$ cat config.mk
export PLATFORM = sky130hd
export DESIGN_NAME = index_keystream_xor_cipher
export DESIGN_NICKNAME = d
export VERILOG_FILES = /design/src/design/ikx_pkg.sv /design/src/design/ikx_lcg.sv /design/src/design/ikx_keysel.sv /design/src/design/index_keystream_xor_cipher.sv
export SDC_FILE = /design/constraint.sdc
export NUM_CORES = 1
export LEC_CHECK = 0
export BUFFER_PORTS_ARGS = -buffer_cell sky130_fd_sc_hd__buf_4
export CORE_ASPECT_RATIO = 2
export CORE_MARGIN = 4
export CORE_UTILIZATION = 62
export CTS_CLUSTER_SIZE = 40
export DETAILED_ROUTE_END_ITERATION = 8
export GPL_TIMING_DRIVEN = 0
export PLACE_DENSITY = 0.91
export SLEW_MARGIN = 20
export SYNTH_ARGS = -nofsm -noshare
export SYNTH_HDL_FRONTEND = slang
export SYNTH_SLANG_ARGS = --single-unit
$ cat constraint.sdc
create_clock -name clk -period 19.1 [get_ports clk]
set_clock_uncertainty 0.1 [all_clocks]
set_input_delay 3.82 -clock clk [delete_from_list [all_inputs] [get_ports clk]]
set_output_delay 3.82 -clock clk [all_outputs]
set_load 0.03 [all_outputs]
$ cat src/design/ikx_pkg.sv
`timescale 1ns / 1ps
// ----------------------------------------------------------------------------
// ikx_pkg: shared definitions for the index keystream XOR cipher
// Generator constants, the key character table and the stage payload type.
// ----------------------------------------------------------------------------
package ikx_pkg;

	// Linear congruential generator: state = state * LCG_MUL + LCG_ADD (mod 2^32).
	localparam logic [31:0] LCG_MUL = 32'd214013;
	localparam logic [31:0] LCG_ADD = 32'd2531011;

	// Width of the random value taken from bits 30..16 of the new state.
	localparam int unsigned RND_W = 15;
	localparam int unsigned RND_LSB = 16;

	// Key table length and the reciprocal used for the remainder by KEY_LEN.
	localparam int unsigned KEY_LEN = 46;
	localparam int unsigned RECIP_SHIFT = 16;
	localparam int unsigned KEY_RECIP = (1 << RECIP_SHIFT) / KEY_LEN;
	localparam int unsigned QUOT_W = RND_W + 11 - RECIP_SHIFT;

	// Key characters, first character in the most significant byte.
	localparam logic [KEY_LEN*8-1:0] KEY_STR = "1qaz2wsx3edc4rfv5tgb6yhn7ujm8ik,9ol.0p;/-@:^[]";

	// Payload of the stage that holds the generator output.
	typedef struct packed {
		logic             valid;
		logic [7:0]       data;
		logic [RND_W-1:0] rnd;
	} rnd_stage_t;

	// Key character at a table position; positions past the end give zero.
	function automatic logic [7:0] key_char(input logic [5:0] idx);
		logic [7:0] ch;
		ch = 8'h00;
		if (int'(idx) < KEY_LEN) begin
			ch = KEY_STR[8*(KEY_LEN-1-int'(idx)) +: 8];
		end
		return ch;
	endfunction

endpackage

$ cat src/design/ikx_lcg.sv
`timescale 1ns / 1ps
// ----------------------------------------------------------------------------
// ikx_lcg: keystream generator stage
// Holds the generator state, advances it once per item and registers the
// random value together with the data byte.
// ----------------------------------------------------------------------------
module ikx_lcg (
	input  logic                clk,
	input  logic                arst_n,
	input  logic [31:0]         seed,
	input  logic                valid_s1,
	input  logic [7:0]          data_s1,
	input  logic                restart_s1,
	input  logic                en_s2,
	output ikx_pkg::rnd_stage_t stage_s2
);
	import ikx_pkg::*;

	logic [31:0] state_q;
	logic [31:0] base;
	logic [31:0] lcg_next;
	logic        step;

	// A restart loads the seed before the step.
	assign base     = restart_s1 ? seed : state_q;
	assign lcg_next = base * LCG_MUL + LCG_ADD;
	assign step     = valid_s1 && en_s2;

	// Generator state moves on only when an item leaves the input register;
	// the generator stage takes the byte and the random value with it.
	always_ff @(posedge clk or negedge arst_n) begin
		if (!arst_n) begin
			state_q  <= '0;
			stage_s2 <= '0;
		end else begin
			if (step) begin
				state_q       <= lcg_next;
				stage_s2.data <= data_s1;
				stage_s2.rnd  <= lcg_next[RND_LSB +: RND_W];
			end
			if (en_s2) begin
				stage_s2.valid <= valid_s1;
			end
		end
	end

endmodule

$ cat src/design/ikx_keysel.sv
`timescale 1ns / 1ps
// ----------------------------------------------------------------------------
// ikx_keysel: key character selection and XOR
// Reduces the random value modulo the key length in two registered steps,
// looks up the key character and XORs it into the data byte.
// ----------------------------------------------------------------------------
module ikx_keysel (
	input  logic                clk,
	input  logic                arst_n,
	input  ikx_pkg::rnd_stage_t stage_s2,
	output logic                en_s3,
	output logic                out_valid,
	input  logic                out_stall,
	output logic [7:0]          out_byte
);
	import ikx_pkg::*;

	logic                     valid_s3;
	logic [7:0]               data_s3;
	logic [RND_W-1:0]         rnd_s3;
	logic [QUOT_W-1:0]        quot_s3;
	logic                     en_out;
	logic [RND_W+10:0]        prod;
	logic [RND_W-1:0]         quot_x_len;
	logic [RND_W-1:0]         rem_full;
	logic [6:0]               rem_low;
	logic [6:0]               rem_fix;
	logic [7:0]               key_byte;

	// Stage enables: a stage loads when it is empty or its content moves on.
	assign en_out = !out_valid || !out_stall;
	assign en_s3  = !valid_s3 || en_out;

	// Quotient estimate by reciprocal; it is the true quotient or one less.
	assign prod = {11'd0, stage_s2.rnd} * (RND_W+11)'(KEY_RECIP);

	// Remainder with one correction step, then the table lookup.
	assign quot_x_len = RND_W'({{(RND_W-QUOT_W){1'b0}}, quot_s3} * RND_W'(KEY_LEN));
	assign rem_full   = rnd_s3 - quot_x_len;
	assign rem_low    = rem_full[6:0];
	assign rem_fix    = (rem_low >= 7'(KEY_LEN)) ? rem_low - 7'(KEY_LEN) : rem_low;
	assign key_byte   = key_char(rem_fix[5:0]);

	// Valid flags of the quotient stage and the result register.
	always_ff @(posedge clk or negedge arst_n) begin
		if (!arst_n) begin
			valid_s3  <= 1'b0;
			out_valid <= 1'b0;
		end else begin
			if (en_s3) begin
				valid_s3 <= stage_s2.valid;
			end
			if (en_out) begin
				out_valid <= valid_s3;
			end
		end
	end

	// Payload registers.
	always_ff @(posedge clk) begin
		if (en_s3 && stage_s2.valid) begin
			data_s3 <= stage_s2.data;
			rnd_s3  <= stage_s2.rnd;
			quot_s3 <= prod[RECIP_SHIFT +: QUOT_W];
		end
		if (en_out && valid_s3) begin
			out_byte <= data_s3 ^ key_byte;
		end
	end

endmodule

$ cat src/design/index_keystream_xor_cipher.sv
`timescale 1ns / 1ps
// ----------------------------------------------------------------------------
// index_keystream_xor_cipher: keystream XOR cipher, one byte per transfer
// An LCG keystream picks a key character for every byte; the byte is XORed
// with it. Enciphering and deciphering are the same operation.
//
//   channel   handshake             payload
//   in        in_valid / in_stall   data_byte, restart
//   out       out_valid / out_stall out_byte
//   cfg       cfg_valid / cfg_ready cfg_data (key seed)
//
// One byte per cycle is taken when the output is not stalled; a byte passes
// through the input register, generator stage, quotient
// stage and result register in that order. The generator state update in the generator stage
// is the loop that fixes the rate. Reset clears all valid flags,
// the generator state and the seed. A stalled output fills the empty stages
// first, after which in_stall is raised. Configuration is never stalled.
// ----------------------------------------------------------------------------
module index_keystream_xor_cipher (
	input  logic        clk,
	input  logic        arst_n,
	input  logic        in_valid,
	output logic        in_stall,
	input  logic [7:0]  data_byte,
	input  logic        restart,
	output logic        out_valid,
	input  logic        out_stall,
	output logic [7:0]  out_byte,
	input  logic        cfg_valid,
	output logic        cfg_ready,
	input  logic [31:0] cfg_data
);
	import ikx_pkg::*;

	logic        valid_s1;
	logic [7:0]  data_s1;
	logic        restart_s1;
	logic [31:0] seed_q;
	logic        en_s1;
	logic        en_s2;
	logic        en_s3;
	rnd_stage_t  stage_s2;

	// Stage enables back from the output.
	assign en_s2     = !stage_s2.valid || en_s3;
	assign en_s1     = !valid_s1 || en_s2;
	assign in_stall  = !en_s1;
	assign cfg_ready = 1'b1;

	// Seed register and input valid flag.
	always_ff @(posedge clk or negedge arst_n) begin
		if (!arst_n) begin
			seed_q   <= '0;
			valid_s1 <= 1'b0;
		end else begin
			if (cfg_valid && cfg_ready) begin
				seed_q <= cfg_data;
			end
			if (en_s1) begin
				valid_s1 <= in_valid;
			end
		end
	end

	// Input payload register.
	always_ff @(posedge clk) begin
		if (en_s1 && in_valid) begin
			data_s1    <= data_byte;
			restart_s1 <= restart;
		end
	end

	ikx_lcg u_lcg (
		.clk       (clk),
		.arst_n    (arst_n),
		.seed      (seed_q),
		.valid_s1  (valid_s1),
		.data_s1   (data_s1),
		.restart_s1(restart_s1),
		.en_s2     (en_s2),
		.stage_s2  (stage_s2)
	);

	ikx_keysel u_keysel (
		.clk      (clk),
		.arst_n   (arst_n),
		.stage_s2 (stage_s2),
		.en_s3    (en_s3),
		.out_valid(out_valid),
		.out_stall(out_stall),
		.out_byte (out_byte)
	);

endmodule

==> run metrics <==
row cnt 78; Synthesis Warnings 0; register bit total from synthesis 112; setup TNS 0 ps; DRC 0; CTS max path bufs 2; Post-synth EDFFs 38; Reg area approximately 3000 um^2; register area share after synthesis 20.9%; Skew-Pair Late Insertion Delay approximately 380 ps; cts repair resizes 0; Port Buffers 54; maxcap violations 0; CTS buffer count 9; Final Setup Violations 0; largest net degree at the start of global routing 75; initial antenna violation count 1; synth cell count leaders 330 x inv_1, 206 x fa_1, 183 x ha_1; DR iter-0 viols a little under 700; die area between 20000 and 30000 um^2; layout cells sized above 1 about a tenth; largest area contributor in the netlist fa_1; syn avg cell area between 10 and 15 um^2; Synth top area share ~29%; clock sinks ~110; Routed Antenna Nets 0; final period utilization 52.7%; top_reg_cell synth dfrtp_1; drt first pass iters 5; GRT overflow 0; Post-Route WL ~38000 um; post-DP HPWL approximately 31000 um; first-pass GRT wire length around 60000 um; CTS tree done; core box area 22700 um^2; slew margin rel. 35.3%; htree depth 3; height of the die ~220 um; reg-to-reg slack, setup 9030 ps; Worst setup SP type register; Die Width approximately 120 um; Worst-Margin Slew between 900 and 1000 ps; Slew Viols, Final 0; CP Class reg2reg; Final WS setup 9030 ps; Mapped Nets approximately 1800; antenna cells 0; Final GP Congestion 0.973; worst slack at placement approximately 9500 ps; Max Fclk between 90 and 100 MHz; number of setup buffers added after CTS 0; Initial Utilization roughly 63%; cells on worst reg2reg path 22; via count just over 10000; layout overhead on the synthesized area 7.53%; vias in the first global route 11900; post-layout min period approximately 10000 ps; Critical Path End Type register; Clock Pin Slew Worst Setup and Hold Paths roughly 90 ps; Hold Buf Count CTS 0; Yosys cell types slightly below 70; Hold Fails Final Rpt 0; wire per inst about 22 um; worst hold path class reg2reg; Final nets approximately 1900; routed vias/inst approximately 6; Root Driver clkbuf_16; RSZ-0062 raised after global routing false; footprint of the multi-input gates 9990 um^2; Synth area leaders fa_1 29%, ha_1 16%, dfrtp_1 13%; ys async rst share about two thirds; count leader, synth inv_1; reg2reg end u_lcg.state_q[29]; CP max FO 10; critical path arrival 10180 ps; reg2reg start restart_s1; mapped cell area around 14000 um^2; Fillers approximately 1500; CP required 19210 ps; Critical path origin restart_s1; Post-Syn Instances approximately 1400; crit path to u_lcg.state_q[29]; I/O pin cnt between 50 and 60; run status finished, final reports clean; gr usage total between 30% and 40%
## state kept, by name (all words and copies together) (netlist names)
name,flops
seed_q,31
u_lcg.state_q,31
u_lcg.stage_s2,9
data_s1,8
u_keysel.data_s3,8
u_keysel.out_byte,8
u_keysel.rnd_s3,7
u_keysel.quot_s3,6
restart_s1,1
u_keysel.out_valid,1
u_keysel.valid_s3,1
valid_s1,1
## cells in the final DEF, fill, tap and decap left out, types with 9 or more instances in the layout
master / netlist / routed
a31oi_1: 9 / 9
xnor2_1: 52 / 52
nor2_1: 29 / 29
clkbuf_1: 20 / 20
inv_1: 330 / 330
a21oi_1: 34 / 34
buf_4: 1 / 56
o21ai_0: 62 / 58
clkbuf_16: 0 / 9
edfxtp_1: 38 / 38
o21a_1: 10 / 10
dfrtp_1: 74 / 74
fa_1: 206 / 206
xor2_1: 24 / 24
ha_1: 183 / 183
mux2i_1: 21 / 21
mux2_2: 47 / 47
a21o_1: 20 / 20
nand3_1: 19 / 19
nand2_1: 73 / 73
## metal layers
metal	routed length [um]	global-route usage [%]	vias to the layer above
li1	-	-	4517
met1	11000	28.2	5124
met2	20800	56.7	481
met3	1760	5.24	228
met4	4110	26.8	2
met5	16	0	-
## kinds of logic (layout without fill, tap and decap cells)
group,after synthesis,after routing,share of synthesized area (%)
adders and majority gates,389,389,44.7
xor gates and xnor gates,85,85,5.97
muxes,69,69,5.31
buffers and inverters,360,432,9.48
other,1,1,0.0262
and+or+nand+nor,161,161,5.12
DFF,112,112,20.9
AOI/OAI and AO/OA,190,190,8.48
## worst min-delay path by stage
stage | start | endpoint | depth (start not counted)
6_report | u_keysel.data_s3[7] | u_keysel.out_byte[7] | 0
5_1_grt | u_keysel.data_s3[7] | u_keysel.out_byte[7] | 0
4_1_cts | u_keysel.data_s3[7] | u_keysel.out_byte[7] | 0
3_5_place_dp | u_keysel.data_s3[7] | u_keysel.out_byte[7] | 0
3_3_place_gp | u_keysel.data_s3[7] | u_keysel.out_byte[7] | 0
2_1_floorplan | u_keysel.data_s3[7] | u_keysel.out_byte[7] | 0
## through the flow
step	utilization [%]	cells	area (um^2)	hold WS, ps
2_1_floorplan	-	1367	14300	300
3_3_place_gp	66.4	1701	15100	304
3_5_place_dp	66.5	1703	15100	316
4_1_cts	67.8	1719	15400	335
5_1_grt	67.8	1719	15400	336
6_report	67.8	1719	15400	336
## layout make-up
class                      instances  share of cell area [%]
multi-input combinational        895                    64.8
sequential                       112                    19.4
inverter                         330                    8.03
timing repair buffer              56                    2.75
tap                              280                    2.27
clock buffer                       9                    1.46
buffer                            30                   0.779
clock inverter                     7                   0.479
## worst max-delay path, cell delays in order, from the launching register on
cell and delay (ps):
edfxtp_1 500, buf_1 620, clkbuf_1 580, buf_1 660, mux2i_1 740, inv_1 450
fa_1 650, fa_1 530, fa_1 570, fa_1 460, fa_1 590, fa_1 430
ha_1 370, a21o_1 190, a21oi_1 200, o21ai_0 110, a31oi_1 360, o21ai_0 260
o41ai_1 700, o21ai_0 230, a21oi_1 250, xor2_1 210, o21ai_0 130
Power is left out: the tool's default activity adds up to more than one toggle a clock period on the data nets, which glitch-free logic cannot reach.
